File: src/hw/rtl/eau_pkg.sv
// Shared codes and constants of the elementwise activation unit.
package eau_pkg;

   localparam int KIND_WIDTH = 3;

   typedef logic [KIND_WIDTH-1:0] kind_type;

   localparam kind_type KIND_NONE    = 3'd0;
   localparam kind_type KIND_LINEAR  = 3'd1;
   localparam kind_type KIND_SIGMOID = 3'd2;
   localparam kind_type KIND_TANH    = 3'd3;
   localparam kind_type KIND_RELU    = 3'd4;
   localparam kind_type KIND_LEAKY   = 3'd5;

   localparam logic CMD_FORWARD  = 1'b0;
   localparam logic CMD_BACKWARD = 1'b1;

   localparam int LEAKY_NUM   = 41;
   localparam int LEAKY_SHIFT = 12;

endpackage

File: src/hw/rtl/elementwise_activation_unit.sv
// Pipelined forward and backward activation unit for signed fixed-point elements.

// The unit takes one element per clock: busy is always low, and every beat
// accepted on start returns exactly one beat on rsp_valid, in order. Five
// register stages (input capture, sigmoid segments with the derivative and
// leaky products, derivative rounding, the gradient product, final rounding
// and saturation); all but the second hold one multiplier at most. The user
// must write the activation kind through csr_write_enable only while no
// beat is in flight; the block does not enforce it. Results never stall.
module elementwise_activation_unit #(
   parameter int DATA_WIDTH    = 16,
   parameter int FRACTION_BITS = 12
) (
   input  logic                          clock,
   input  logic                          reset,
   input  logic                          start,
   output logic                          busy,
   input  logic                          req_command,
   input  logic signed [DATA_WIDTH-1:0]  req_x_value,
   input  logic signed [DATA_WIDTH-1:0]  req_saved_value,
   input  logic signed [DATA_WIDTH-1:0]  req_upstream_gradient,
   output logic                          rsp_valid,
   output logic signed [DATA_WIDTH-1:0]  rsp_result_value,
   input  logic                          csr_write_enable,
   input  logic [eau_pkg::KIND_WIDTH-1:0] csr_write_data
);
   import eau_pkg::*;

   localparam int D   = DATA_WIDTH;
   localparam int F   = FRACTION_BITS;
   localparam int TW  = D + 1;
   localparam int SW  = ((TW > F + 4) ? TW : F + 4) + 1;
   localparam int MW  = ((D > F) ? D : F) + 3;
   localparam int P1W = D + MW;
   localparam int LW  = D + 8;
   localparam int WW  = 2 * D + F + 2;

   localparam logic [SW-1:0] ONE_S  = SW'(1) << F;
   localparam logic [SW-1:0] T5_S   = SW'(5) << F;
   localparam logic [SW-1:0] T2_S   = (SW'(19) << F) >> 3;
   localparam logic [SW-1:0] C27_S  = (SW'(27) << F) >> 5;
   localparam logic [SW-1:0] C5_S   = (SW'(5) << F) >> 3;
   localparam logic [SW-1:0] HALF_S = ONE_S >> 1;

   localparam logic signed [MW-1:0]  ONE_M  = MW'(1) <<< F;
   localparam logic signed [P1W-1:0] HALF_P = P1W'(1) <<< (F - 1);
   localparam logic signed [WW-1:0]  ONE_W  = WW'(1) <<< F;
   localparam logic signed [WW-1:0]  HALF_W = WW'(1) <<< (F - 1);
   localparam logic signed [WW-1:0]  MAX_W  = (WW'(1) <<< (D - 1)) - WW'(1);
   localparam logic signed [WW-1:0]  MIN_W  = -MAX_W - WW'(1);

   localparam logic signed [LW-1:0] LEAKY_K    = LW'(LEAKY_NUM);
   localparam logic signed [LW-1:0] LEAKY_HALF = LW'(1) <<< (LEAKY_SHIFT - 1);

   function automatic logic signed [D-1:0] sat_d(input logic signed [WW-1:0] v);
      logic signed [D-1:0] r;
      if (v > MAX_W) begin
         r = MAX_W[D-1:0];
      end else if (v < MIN_W) begin
         r = MIN_W[D-1:0];
      end else begin
         r = v[D-1:0];
      end
      return r;
   endfunction

   kind_type kind_ff;

   logic v1_ff, v2_ff, v3_ff, v4_ff, rsp_valid_ff;

   // Stage 1: captured beat.
   logic                   cmd1_ff;
   kind_type               kind1_ff;
   logic signed [D-1:0]    x1_ff, sv1_ff, g1_ff;

   // Stage 2.
   logic                   cmd2_ff;
   kind_type               kind2_ff;
   logic signed [D-1:0]    x2_ff, g2_ff, lk2_ff;
   logic                   svpos2_ff;
   logic [F:0]             sig2_ff;
   logic signed [P1W-1:0]  p1_2_ff;

   // Stage 3.
   logic                   cmd3_ff;
   kind_type               kind3_ff;
   logic signed [D-1:0]    fwd3_ff, g3_ff, lk3_ff, d3_ff;
   logic                   svpos3_ff;

   // Stage 4.
   logic                   usemul4_ff;
   logic signed [D-1:0]    direct4_ff;
   logic signed [2*D-1:0]  p2_4_ff;

   logic signed [D-1:0]    rsp_result_ff;

   // Stage A logic.
   logic signed [TW-1:0]   t_a;
   logic                   neg_a;
   logic [TW-1:0]          abs_a;
   logic [SW-1:0]          ae_a, y_a, s_a;
   logic signed [MW-1:0]   svm_a, op_a;
   logic signed [P1W-1:0]  p1_a;
   logic signed [D-1:0]    lv_a;
   logic signed [LW-1:0]   lsum_a;
   logic signed [D-1:0]    lk_a;
   logic                   svpos_a;

   // Stage B logic.
   logic signed [WW-1:0]   sigw_b, fwdw_b, draw_b, dw_b;
   logic signed [P1W-1:0]  dround_b;
   logic signed [D-1:0]    fwd_b, d_b;

   // Stage C logic.
   logic signed [D-1:0]    bw_c, direct_c;
   logic                   usemul_c;
   logic signed [2*D-1:0]  p2_c;

   // Stage D logic.
   logic signed [WW-1:0]   r_d;
   logic signed [D-1:0]    res_d;

   assign busy = 1'b0;

   always_comb begin
      t_a = (kind1_ff == KIND_TANH) ? (TW'(x1_ff) <<< 1) : TW'(x1_ff);
      neg_a = t_a[TW-1];
      abs_a = neg_a ? (~t_a + TW'(1)) : t_a;
      ae_a = SW'(abs_a);
      if (ae_a >= T5_S) begin
         y_a = ONE_S;
      end else if (ae_a >= T2_S) begin
         y_a = (ae_a >> 5) + C27_S;
      end else if (ae_a >= ONE_S) begin
         y_a = (ae_a >> 3) + C5_S;
      end else begin
         y_a = (ae_a >> 2) + HALF_S;
      end
      s_a = neg_a ? (ONE_S - y_a) : y_a;

      svm_a = MW'(sv1_ff);
      op_a = (kind1_ff == KIND_SIGMOID) ? (ONE_M - svm_a) : svm_a;
      p1_a = P1W'(sv1_ff) * P1W'(op_a);

      lv_a = (cmd1_ff == CMD_BACKWARD) ? g1_ff : x1_ff;
      lsum_a = (LW'(lv_a) * LEAKY_K + LEAKY_HALF) >>> LEAKY_SHIFT;
      lk_a = lsum_a[D-1:0];
      svpos_a = !sv1_ff[D-1] && (sv1_ff != '0);
   end

   always_comb begin
      sigw_b = signed'(WW'(sig2_ff));
      case (kind2_ff)
         KIND_SIGMOID: fwdw_b = sigw_b;
         KIND_TANH:    fwdw_b = (sigw_b <<< 1) - ONE_W;
         KIND_RELU:    fwdw_b = (!x2_ff[D-1] && (x2_ff != '0)) ? WW'(x2_ff) : '0;
         KIND_LEAKY:   fwdw_b = (!x2_ff[D-1] && (x2_ff != '0)) ? WW'(x2_ff) : WW'(lk2_ff);
         default:      fwdw_b = WW'(x2_ff);
      endcase
      fwd_b = sat_d(fwdw_b);

      dround_b = (p1_2_ff + HALF_P) >>> F;
      draw_b = WW'(dround_b);
      dw_b = (kind2_ff == KIND_TANH) ? (ONE_W - draw_b) : draw_b;
      d_b = sat_d(dw_b);
   end

   always_comb begin
      case (kind3_ff)
         KIND_RELU:  bw_c = svpos3_ff ? g3_ff : '0;
         KIND_LEAKY: bw_c = svpos3_ff ? g3_ff : lk3_ff;
         default:    bw_c = g3_ff;
      endcase
      direct_c = (cmd3_ff == CMD_BACKWARD) ? bw_c : fwd3_ff;
      usemul_c = (cmd3_ff == CMD_BACKWARD) &&
                 ((kind3_ff == KIND_SIGMOID) || (kind3_ff == KIND_TANH));
      p2_c = (2*D)'(g3_ff) * (2*D)'(d3_ff);
   end

   always_comb begin
      r_d = (WW'(p2_4_ff) + HALF_W) >>> F;
      res_d = usemul4_ff ? sat_d(r_d) : direct4_ff;
   end

   always_ff @(posedge clock) begin
      if (reset) begin
         kind_ff      <= KIND_NONE;
         v1_ff        <= 1'b0;
         v2_ff        <= 1'b0;
         v3_ff        <= 1'b0;
         v4_ff        <= 1'b0;
         rsp_valid_ff <= 1'b0;
      end else begin
         if (csr_write_enable) begin
            kind_ff <= csr_write_data;
         end
         v1_ff        <= start && !busy;
         v2_ff        <= v1_ff;
         v3_ff        <= v2_ff;
         v4_ff        <= v3_ff;
         rsp_valid_ff <= v4_ff;
      end
   end

   always_ff @(posedge clock) begin
      cmd1_ff  <= req_command;
      kind1_ff <= kind_ff;
      x1_ff    <= req_x_value;
      sv1_ff   <= req_saved_value;
      g1_ff    <= req_upstream_gradient;

      cmd2_ff   <= cmd1_ff;
      kind2_ff  <= kind1_ff;
      x2_ff     <= x1_ff;
      g2_ff     <= g1_ff;
      lk2_ff    <= lk_a;
      svpos2_ff <= svpos_a;
      sig2_ff   <= s_a[F:0];
      p1_2_ff   <= p1_a;

      cmd3_ff   <= cmd2_ff;
      kind3_ff  <= kind2_ff;
      fwd3_ff   <= fwd_b;
      g3_ff     <= g2_ff;
      lk3_ff    <= lk2_ff;
      d3_ff     <= d_b;
      svpos3_ff <= svpos2_ff;

      usemul4_ff <= usemul_c;
      direct4_ff <= direct_c;
      p2_4_ff    <= p2_c;

      rsp_result_ff <= res_d;
   end

   assign rsp_valid        = rsp_valid_ff;
   assign rsp_result_value = rsp_result_ff;

endmodule

File: config.mk
export PLATFORM = sky130hd
export DESIGN_NAME = elementwise_activation_unit
export DESIGN_NICKNAME = d
export VERILOG_FILES = /design/src/hw/rtl/eau_pkg.sv /design/src/hw/rtl/elementwise_activation_unit.sv
export SDC_FILE = /design/constraint.sdc
export NUM_CORES = 2
export LEC_CHECK = 0
export ABC_CLOCK_PERIOD_IN_PS = 10750
export BUFFER_PORTS_ARGS = -buffer_cell sky130_fd_sc_hd__buf_4
export CORE_UTILIZATION = 45
export DETAILED_ROUTE_END_ITERATION = 8
export GPL_TIMING_DRIVEN = 0
export PLACE_DENSITY = 0.59
export SKIP_CTS_REPAIR_TIMING = 1
export SYNTH_ARGS = -nofsm -noshare
export SYNTH_HDL_FRONTEND = slang
export SYNTH_SLANG_ARGS = --single-unit
File: constraint.sdc
create_clock -name clock -period 10.75 [get_ports clock]
set_input_delay 1.075 -clock clock [delete_from_list [all_inputs] [get_ports clock]]
set_output_delay 1.075 -clock clock [all_outputs]
set_load 0.005 [all_outputs]
==> results.ini <==
[outcome]
status = complete, no violations

[timing]
fmax_mhz = 101.8
final_max_slew_viol_count = 0
finalHoldViolCount = 0
relSlewSlack = 0.3520
fin_setup_tns_ns = 0
finalSetupViolations = 0
worst_pin_slew_ns = 0.9721
min_period_ns = 9.822
rsz0062_at_grt = false
skew_ns = 0.03737
period_share = 0.9137

[critical_path]
max_stage_delay_ns = 0.67
startpoint = sv1_ff[0]
r2r_slack_ns = 0.93
crit_cells = 32
crit_path_end_kind = flip-flop
cp.required_ns = 11.18
crit_path_frequent_cell = fa_1
crit_fanout = 10
worstSetupPathType = reg2reg
worstSetupStartpointType = flip-flop
r2r-start = sv1_ff[0]
rr_endpoint = p1_2_ff[34]
cp-endpoint = p1_2_ff[34]
worst-path-buf-inv = 6
critPathTopFamily = adder cells
cp_slowest_cell = fa_1
r2r_cells = 32
cp.arrival_ns = 10.26

[placement]
detailed_place_hpwl_mm = 66.99
portBuffers = 72
finalWeightedCongestion = 0.8993

[logic_synthesis]
syn_area_per_cell_um2 = 9.204
yosys.area.top_type = fa_1
synth_nets = 4306
yosysWarnings = 0
ys_ff_latch = 265
synth_edf_count = 0
yosysSeqAreaShare = 0.1659
synth_area_um2 = 31980
synthArstFlopShare = 0
yosysTopAreaCellShare = 0.3456
synth_top_flop_cell = dfxtp_1
synth_area_leaders = fa_1 (35%), dfxtp_1 (17%), ha_1 (8.8%)
synth_cells = 3474
synth.distinct_cells = 92

[clock_tree]
h-tree-depth = 1
root_buffer = clkbuf_16
tritoncts = yes
clkSinkCount = 265
insertion_delay_ns = 0.59
clock_path_buffers = 3
clk_pin_slew_worst_paths_ns = 0.07
cts_made_buffers = 28

[floorplan]
core_um2 = 70150
die_x_um = 268.6
rows = 97
initial_utilization = 0.4558
die-area_um2 = 72130
die_h_um = 268.6
io_pins = 74

[worst_hold_path]
min_path_type = reg2reg

[drt]
drt_drc_violations_left = 0
viasPerCell = 5.049
wire_per_inst_um = 17.65
drt_pass1_iterations = 7
vias = 22920
ant_nets = 0
drt_iter0_markers = 1462
routed_wl_mm = 80.13

[final_layout]
nets = 4408
drive_above_1_share = 0.05170
areaGrowthSynthToFinish_pct = 8.460

[global_routing]
antenna_found_initial = 0
grt_pass1_wl_mm = 128.9
grt_max_degree = 17
grt_pass1_vias = 23650
track_usage = 0.2304
grt_overflow = 0

[job]
drv_cap = 0

layout by cell type, fill, tap and decap left out, types with 10 or more instances in the layout:
cell,count
inv_1,693
fa_1,552
nand2_1,344
dfxtp_1,265
and2_1,228
ha_1,224
nor2_1,154
clkbuf_1,134
xnor2_1,123
a21oi_1,76
buf_4,74
o21ai_0,62
nand3_1,48
xor2_1,45
mux2i_1,42
nor3_1,39
nand2b_1,36
nor2b_1,31
a31oi_1,30
clkbuf_16,28
and3_1,25
a21o_1,22
nor4_1,19
o22a_1,14
a22oi_1,13
nand4_1,12
o21a_1,12
mux2_2,12
a211oi_1,11
o22ai_1,11
o211ai_1,10
or3_1,10
worst min-delay path by stage:
stage	startpoint	to	depth (start not counted)
6_report	cmd2_ff	cmd3_ff	0
5_1_grt	g2_ff[7]	g3_ff[7]	0
4_1_cts	g2_ff[9]	g3_ff[9]	0
3_5_place_dp	g2_ff[11]	g3_ff[11]	0
3_3_place_gp	g2_ff[7]	g3_ff[7]	0
2_1_floorplan	cmd2_ff	cmd3_ff	0
sequential cells by signal (all words and copies together), names as in the netlist, 13 cells and up:
register and cells:
fwd3_ff 16, g1_ff 16, x1_ff 16, rsp_result_value 16
x2_ff 16, d3_ff 16, sv1_ff 16, p1_2_ff 24
g3_ff 16, p2_4_ff 21, direct4_ff 16, g2_ff 16
sig2_ff 13
stage by stage:
step	cells	instance area (µm²)	setup WS (ns)	utilization	hold slack (ns)
global route	4538	34680	0.1944	0.4943	0.3329
detailed placement	4486	33690	0.9398	0.4803	0.3121
finish	4540	34680	0.9279	0.4944	0.3269
CTS	4538	34680	0.8920	0.4943	0.3261
global placement	4486	33690	0.8994	0.4803	0.3096
floorplan	3474	31980	2.952	-	0.3096
kinds of logic (layout without fill, tap and decap cells):
group | after synthesis | in the layout | synth area share
AOI/OAI and AO/OA | 360 | 360 | 0.07752
adders and majority gates | 781 | 781 | 0.4348
buffers and inverters | 848 | 972 | 0.1010
xor gates and xnor gates | 168 | 168 | 0.04602
muxes | 54 | 54 | 0.01737
DFF | 265 | 265 | 0.1659
and+or+nand+nor | 997 | 997 | 0.1573
other | 1 | 3 | 0.0001173
cell usage after synthesis (8+ instances only):
library cell,number
o211ai_1,10
nand3_1,48
o22ai_1,11
o31ai_1,8
a21oi_1,76
o21ai_0,62
and3_1,25
dfxtp_1,265
o21a_1,12
nor2_1,154
nand4_1,12
mux2i_1,42
xnor2_1,123
a22oi_1,13
or3_1,10
nand2b_1,36
clkbuf_1,131
a211oi_1,11
o22a_1,14
nor3b_1,9
xor2_1,45
nor3_1,39
a21o_1,22
mux2_2,12
ha_1,224
nand2_1,344
nor4_1,19
nor2b_1,31
and2_1,228
a31oi_1,30
fa_1,552
inv_1,693
layout make-up:
| type | count | area, µm² |
|---|---|---|
| diodes | 2 | 5.005 |
| plain buffers | 149 | 605.6 |
| clock buffers | 36 | 780.7 |
| clock inverters | 16 | 202.7 |
| fillers | 6816 | 35470 |
| inverters | 699 | 2624 |
| multi-input cells | 2361 | 23440 |
| flip-flops and latches | 265 | 5305 |
| well taps | 940 | 1176 |
| repair buffers | 72 | 540.5 |
worst reg2reg max path, delay by kind of cell, from the launching register on:
kind	cells	cell delay [ns]
AOI/OAI and AO/OA	5	1.52
xor gates and xnor gates	1	0.33
adders and majority gates	8	3.86
buffers and inverters	6	0.95
DFF	1	0.40
and+or+nand+nor	12	2.62
per-layer routing:
metal | GRT usage | part of all wire | wire length, µm | vias up
li1 | - | - | - | 10970
met1 | 0.3177 | 0.45 | 36180 | 11270
met2 | 0.3815 | 0.47 | 37450 | 590
met3 | 0.03781 | 0.062 | 4975 | 92
met4 | 0.04699 | 0.019 | 1524 | 0
met5 | 0 | 0 | 0 | -
Power is not shown: default switching activity piles up to over one toggle a cycle in this logic, so the estimate is an artifact.
